**config.mk**
```make
export PLATFORM = sky130hd
export DESIGN_NAME = hpa_cell
export DESIGN_NICKNAME = d
export VERILOG_FILES = /design/src/sv/hpa_pkg.sv /design/src/sv/hpa_cell.sv
export SDC_FILE = /design/constraint.sdc
export NUM_CORES = 1
export LEC_CHECK = 0
export BUFFER_PORTS_ARGS = -buffer_cell sky130_fd_sc_hd__buf_2
export CAP_MARGIN = 20
export CORE_MARGIN = 4
export CORE_UTILIZATION = 47
export CTS_BUF_LIST = sky130_fd_sc_hd__clkbuf_8
export DETAILED_ROUTE_END_ITERATION = 8
export HOLD_SLACK_MARGIN = 0.12
export MAX_ROUTING_LAYER = met4
export PLACE_DENSITY = 0.87
export SYNTH_ARGS = -nofsm -noshare
export SYNTH_HDL_FRONTEND = slang
export SYNTH_SLANG_ARGS = --single-unit
```
**constraint.sdc**
```tcl
create_clock -name clk -period 6.8 [get_ports clk]
set_input_delay 1.7 -clock clk [delete_from_list [all_inputs] [get_ports clk]]
set_output_delay 1.7 -clock clk [all_outputs]
set_load 0.02 [all_outputs]
```
**src/sv/hpa_pkg.sv**
```systemverilog
// ----------------------------------------------------------------------------
// hpa_pkg
// Shared constants, codes and token types of the huge page pool allocator.
// ----------------------------------------------------------------------------
`default_nettype none

package hpa_pkg;

  localparam int DEF_SMALL_POOL_DEPTH  = 64;
  localparam int DEF_LARGE_POOL_DEPTH  = 8;
  localparam int DEF_APP_COUNT         = 16;
  localparam int DEF_PAGE_NUMBER_WIDTH = 36;

  localparam int OP_W         = 2;
  localparam int STATUS_W     = 2;
  localparam int APP_NUM_W    = 4;
  localparam int RELEASED_W   = 7;
  localparam int SMALL_CNT_W  = 7;
  localparam int LARGE_CNT_W  = 4;
  localparam int CFG_INDEX_W  = 2;

  localparam int SMALL_SHIFT  = 9;
  localparam int LARGE_SHIFT  = 18;
  localparam longint SMALL_SPAN = 64'd1 << SMALL_SHIFT;
  localparam longint LARGE_SPAN = 64'd1 << LARGE_SHIFT;
  localparam longint BASE_RESET = 64'h10_0000;

  localparam logic [OP_W-1:0] OP_ALLOC    = 2'd0;
  localparam logic [OP_W-1:0] OP_FREE     = 2'd1;
  localparam logic [OP_W-1:0] OP_FREE_ALL = 2'd2;
  localparam logic [OP_W-1:0] OP_NONE     = 2'd3;

  localparam logic [STATUS_W-1:0] ST_OK        = 2'd0;
  localparam logic [STATUS_W-1:0] ST_DISABLED  = 2'd1;
  localparam logic [STATUS_W-1:0] ST_EXHAUSTED = 2'd2;
  localparam logic [STATUS_W-1:0] ST_NOT_FOUND = 2'd3;

  localparam logic [CFG_INDEX_W-1:0] CFG_ENABLE = 2'd0;
  localparam logic [CFG_INDEX_W-1:0] CFG_SMALL  = 2'd1;
  localparam logic [CFG_INDEX_W-1:0] CFG_LARGE  = 2'd2;
  localparam logic [CFG_INDEX_W-1:0] CFG_BASE   = 2'd3;

  typedef struct packed {
    logic [OP_W-1:0] op;
    logic            is_1g;
  } req_ctl_t;

  typedef struct packed {
    logic valid;
    logic hit;
  } tok_ctl_t;

endpackage

`default_nettype wire

```
**src/sv/hpa_cell.sv**
```systemverilog
// ----------------------------------------------------------------------------
// hpa_cell
// One page slot: busy flag and owner, acting on the request token that
// passes through and handing the token on to the next slot.
// ----------------------------------------------------------------------------
`default_nettype none

module hpa_cell #(
  parameter bit IS_LARGE = 1'b0,
  parameter int INDEX    = 0,
  parameter int LIM_W    = 1,
  parameter int PNW      = 36,
  parameter int AW       = 4,
  parameter int SCW      = 7,
  parameter int LCW      = 4
) (
  input  logic               clk,
  input  logic               rst_n,
  input  logic               clear_i,
  input  logic [LIM_W-1:0]   lim_i,
  input  hpa_pkg::req_ctl_t  req_i,
  input  logic [AW-1:0]      app_i,
  input  logic [PNW-1:0]     page_i,
  input  hpa_pkg::tok_ctl_t  ctl_i,
  input  logic [PNW-1:0]     addr_i,
  input  logic [PNW-1:0]     gr_i,
  input  logic [AW-1:0]      own_i,
  input  logic [SCW-1:0]     rs_i,
  input  logic [LCW-1:0]     rl_i,
  output hpa_pkg::tok_ctl_t  ctl_o,
  output logic [PNW-1:0]     addr_o,
  output logic [PNW-1:0]     gr_o,
  output logic [AW-1:0]      own_o,
  output logic [SCW-1:0]     rs_o,
  output logic [LCW-1:0]     rl_o
);
  import hpa_pkg::*;

  localparam logic [PNW-1:0] SPAN = IS_LARGE ? PNW'(LARGE_SPAN) : PNW'(SMALL_SPAN);

  logic          busy_r;
  logic [AW-1:0] owner_r;
  tok_ctl_t      ctl_r;
  logic [PNW-1:0] addr_r;
  logic [PNW-1:0] gr_r;
  logic [AW-1:0]  own_r;
  logic [SCW-1:0] rs_r;
  logic [LCW-1:0] rl_r;

  logic active;
  logic pool_ok;
  logic alloc_hit;
  logic free_hit;
  logic fa_hit;
  logic [PNW-1:0] addr_nxt;

  assign active  = int'(lim_i) > INDEX;
  assign pool_ok = req_i.is_1g == IS_LARGE;

  assign alloc_hit = ctl_i.valid && !ctl_i.hit && req_i.op == OP_ALLOC && pool_ok
                     && active && !busy_r;
  assign free_hit  = ctl_i.valid && !ctl_i.hit && req_i.op == OP_FREE && pool_ok
                     && active && busy_r && addr_i == page_i;
  assign fa_hit    = ctl_i.valid && req_i.op == OP_FREE_ALL && active && busy_r
                     && owner_r == app_i;

  // small slots past the pool size do not advance the address
  assign addr_nxt = (active || IS_LARGE) ? addr_i + SPAN : addr_i;

  always_ff @(posedge clk) begin
    if (!rst_n) begin
      busy_r <= 1'b0;
      ctl_r  <= '0;
    end else begin
      if (clear_i) begin
        busy_r <= 1'b0;
      end else if (alloc_hit) begin
        busy_r <= 1'b1;
      end else if (free_hit || fa_hit) begin
        busy_r <= 1'b0;
      end
      ctl_r.valid <= ctl_i.valid;
      ctl_r.hit   <= ctl_i.hit || alloc_hit || free_hit;
    end
  end

  always_ff @(posedge clk) begin
    if (alloc_hit) begin
      owner_r <= app_i;
    end
    addr_r <= addr_nxt;
    gr_r   <= alloc_hit ? addr_i : gr_i;
    own_r  <= free_hit ? owner_r : own_i;
    rs_r   <= (fa_hit && !IS_LARGE) ? rs_i + SCW'(1) : rs_i;
    rl_r   <= (fa_hit && IS_LARGE) ? rl_i + LCW'(1) : rl_i;
  end

  assign ctl_o  = ctl_r;
  assign addr_o = addr_r;
  assign gr_o   = gr_r;
  assign own_o  = own_r;
  assign rs_o   = rs_r;
  assign rl_o   = rl_r;

endmodule

`default_nettype wire

```
==> impl_metrics.ini <==
[outcome]
status = finished, final reports clean

[final_layout]
nNetsFinal = 743
antenna_cells = 0
n_fill_cell = 622
area_growth_pct = 40.2
drive_above_1_share = 0.411

[clock_tree]
clkSlewWorstSetupHoldPaths_ps = 90
cts_sinks = 94
cts_htree_levels = 3
clockBufferDepth = 2
cts_resized = 0
cts_tree = built
root_buffer = clkbuf_8
cts_setup_buffers = 0
cts_hold_buf = 0
cts_buffers = 9
clk_latency_ps = 360

[timing]
min_period_over_period = 0.516
setup_viol = 0
rsz0062_at_grt = false
setup_tns_ps = 0
final_max_slew_viol_count = 0
skew_ps = 11.7
hold_viol = 0
period_needed_ps = 3510
fmax_mhz = 285
holdWs_ps = 536
relSlewSlack = 0.374
tightest_slew_ps = 932

[hold_path]
holdPathStages = 1
hold_class = reg2reg

[synth]
synth_cell_type_count = 31
yosys_warnings = 0
synth-seq-area-share = 0.533
synth_area_mm2 = 0.00361
yosys_register_bits = 94
syn_avg_cell_area_um2 = 9.47
syn_nets = 519
synthCells = 381

[power]
power.density_mw_per_mm2 = 243
power_w = 0.00123
ir_worst_vdd_mv = 0.144
leakagePower_nw = 2.55

[floorplanning]
core_mm2 = 0.00737
initial_core_util = 0.490
die_w_um = 95.6
placementRows = 31
die_y_um = 95.6
design.die.area_mm2 = 0.00914
io_pins = 225

[detailed_routing]
drc = 0
drt.antenna.violating_nets = 0
via_per_inst = 5.02
drt_wl_total_um = 11600
dr.first_iter.drc_count = 91
drt_pass1_iterations = 4
vias = 3556
wl_per_cell_um = 16.3

[run]
timing.max_cap.violations = 0

[grt]
antenna_found_initial = 0
grt_usage = 0.251
grt_overflow = 0
grt_pass1_vias = 3480
grt_first_pass_wirelength_um = 16900
grt_start_max_net_pins = 41

[setup_path]
critPathKind = in2reg
crit_slowest_cell = inv_2
crit_family = buffers and inverters
critPathBufInv = 3
crit_fanout = 40
required_ps = 6800
crit_chain = buf_2 -> nand4bb_1 -> or2_2 -> or3_1 -> buf_4 -> inv_2
worstPathArrival_ps = 3510
reg2reg_depth = 4
cp-end-kind = flop
worst-path-stages = 6
cp-start-kind = primary input
max_stage_delay_ps = 570

[placement]
port_buffers = 224
routabilityCongestion = 0.852
hpwl_um = 9430
layer usage:
layer	global-route usage	routed length [µm]	share of wire	vias up
li1	-	-	-	1709
met1	0.284	4220	0.37	1642
met2	0.437	6090	0.53	182
met3	0.0584	1010	0.088	23
met4	0.0841	232	0.020	0
met5	-	0	0	-
cell usage in the layout (no fill, tap or decap), types with 2 or more instances in the layout:
master	Yosys	final
nand4_1	17	17
nor4_1	14	14
and4_1	2	2
nor3_1	5	5
nand3_1	9	9
edfxtp_1	4	4
clkbuf_8	0	9
nand2_1	118	118
nor2_1	8	8
ha_1	2	2
buf_2	0	224
xor2_1	47	47
and3_1	8	8
dfxtp_1	90	90
bufinv_16	0	3
mux2_2	6	6
inv_1	1	2
xnor2_1	25	25
flip-flops by register name, summed over array words and instances (netlist names):
| register | flops |
|---|---|
| addr_o | 36 |
| busy_r | 1 |
| rl_o | 4 |
| gr_o | 36 |
| own_o | 4 |
| owner_r | 4 |
| rs_o | 7 |
| ctl_o | 2 |
cell type report:
class                   count  area [µm²]  area share
clock inverters             7         121      0.0240
multi-input cells         273        1630       0.322
well taps                  99         124      0.0245
inverters                   2        7.51     0.00148
repair buffers            225        1130       0.223
flip-flops and latches     94        1920       0.380
clock buffers               9         124      0.0245
cells in the mapped netlist:
cell,count,area share
nor3_1,5,0.0069
o32ai_1,1,0.0024
buf_4,1,0.0021
o31a_2,1,0.0028
nor3_4,1,0.0045
nand3b_1,1,0.0021
or3_1,1,0.0017
nand3_1,9,0.012
and4_1,2,0.0049
or2_2,1,0.0017
dfxtp_1,90,0.50
nand4_1,17,0.029
ha_1,2,0.0069
xnor2_1,25,0.061
and2_1,1,0.0017
inv_2,1,0.0010
or4_1,1,0.0021
nand4bb_1,1,0.0031
clkbuf_1,8,0.0083
nor4_1,14,0.024
o21ai_0,1,0.0014
nand2_1,118,0.12
edfxtp_1,4,0.033
nor2_1,8,0.0083
nand2b_1,1,0.0017
inv_1,1,0.0010
mux2_2,6,0.019
or4_4,1,0.0031
xor2_1,47,0.11
buf_1,3,0.0031
and3_1,8,0.014
worst reg2reg max path, stage by stage (launching register included):
cell and delay (ps):
edfxtp_1 440, xnor2_1 190, nand4_1 130, nor3_1 770, mux2_2 430
report_power, final:
group | internal (W) | switching [W]
clock | 0.000247 | 0.000201
sequential | 0.000585 | 0.00000720
combinational | 0.0000750 | 0.000115
total | 0.000907 | 0.000323
path summary, 6_finish.rpt:
check / startpoint / endpoint / slack [ps]
worst max-delay path: lim_i / owner_r[2]$_DFFE_PP_ / 3290
worst min register to register: owner_r[0]$_DFFE_PP_ / own_o[0]$_DFF_P_ / 540
worst min-delay path: owner_r[0]$_DFFE_PP_ / own_o[0]$_DFF_P_ / 540
worst max register to register: owner_r[3]$_DFFE_PP_ / rs_o[1]$_DFF_P_ / 4740
logic make-up after synthesis:
kind of cell | after synthesis | share of synthesized area
xor+xnor | 72 | 0.175
flops | 94 | 0.533
simple gates | 190 | 0.245
fa+ha+maj | 2 | 0.00693
mux | 6 | 0.0187
buf+inv | 14 | 0.0156
compound gates | 3 | 0.00659
stage by stage:
stage	utilization	instances	worst slack [ps]	area [µm²]
after CTS	0.686	709	3310	5060
after detailed placement	0.653	693	2930	4810
after floorplan	-	381	3280	3610
after global placement	0.653	693	2990	4810
final	0.686	709	3290	5060
after global routing	0.686	709	3170	5060
Note: power is estimated with default switching activity, not from simulation.
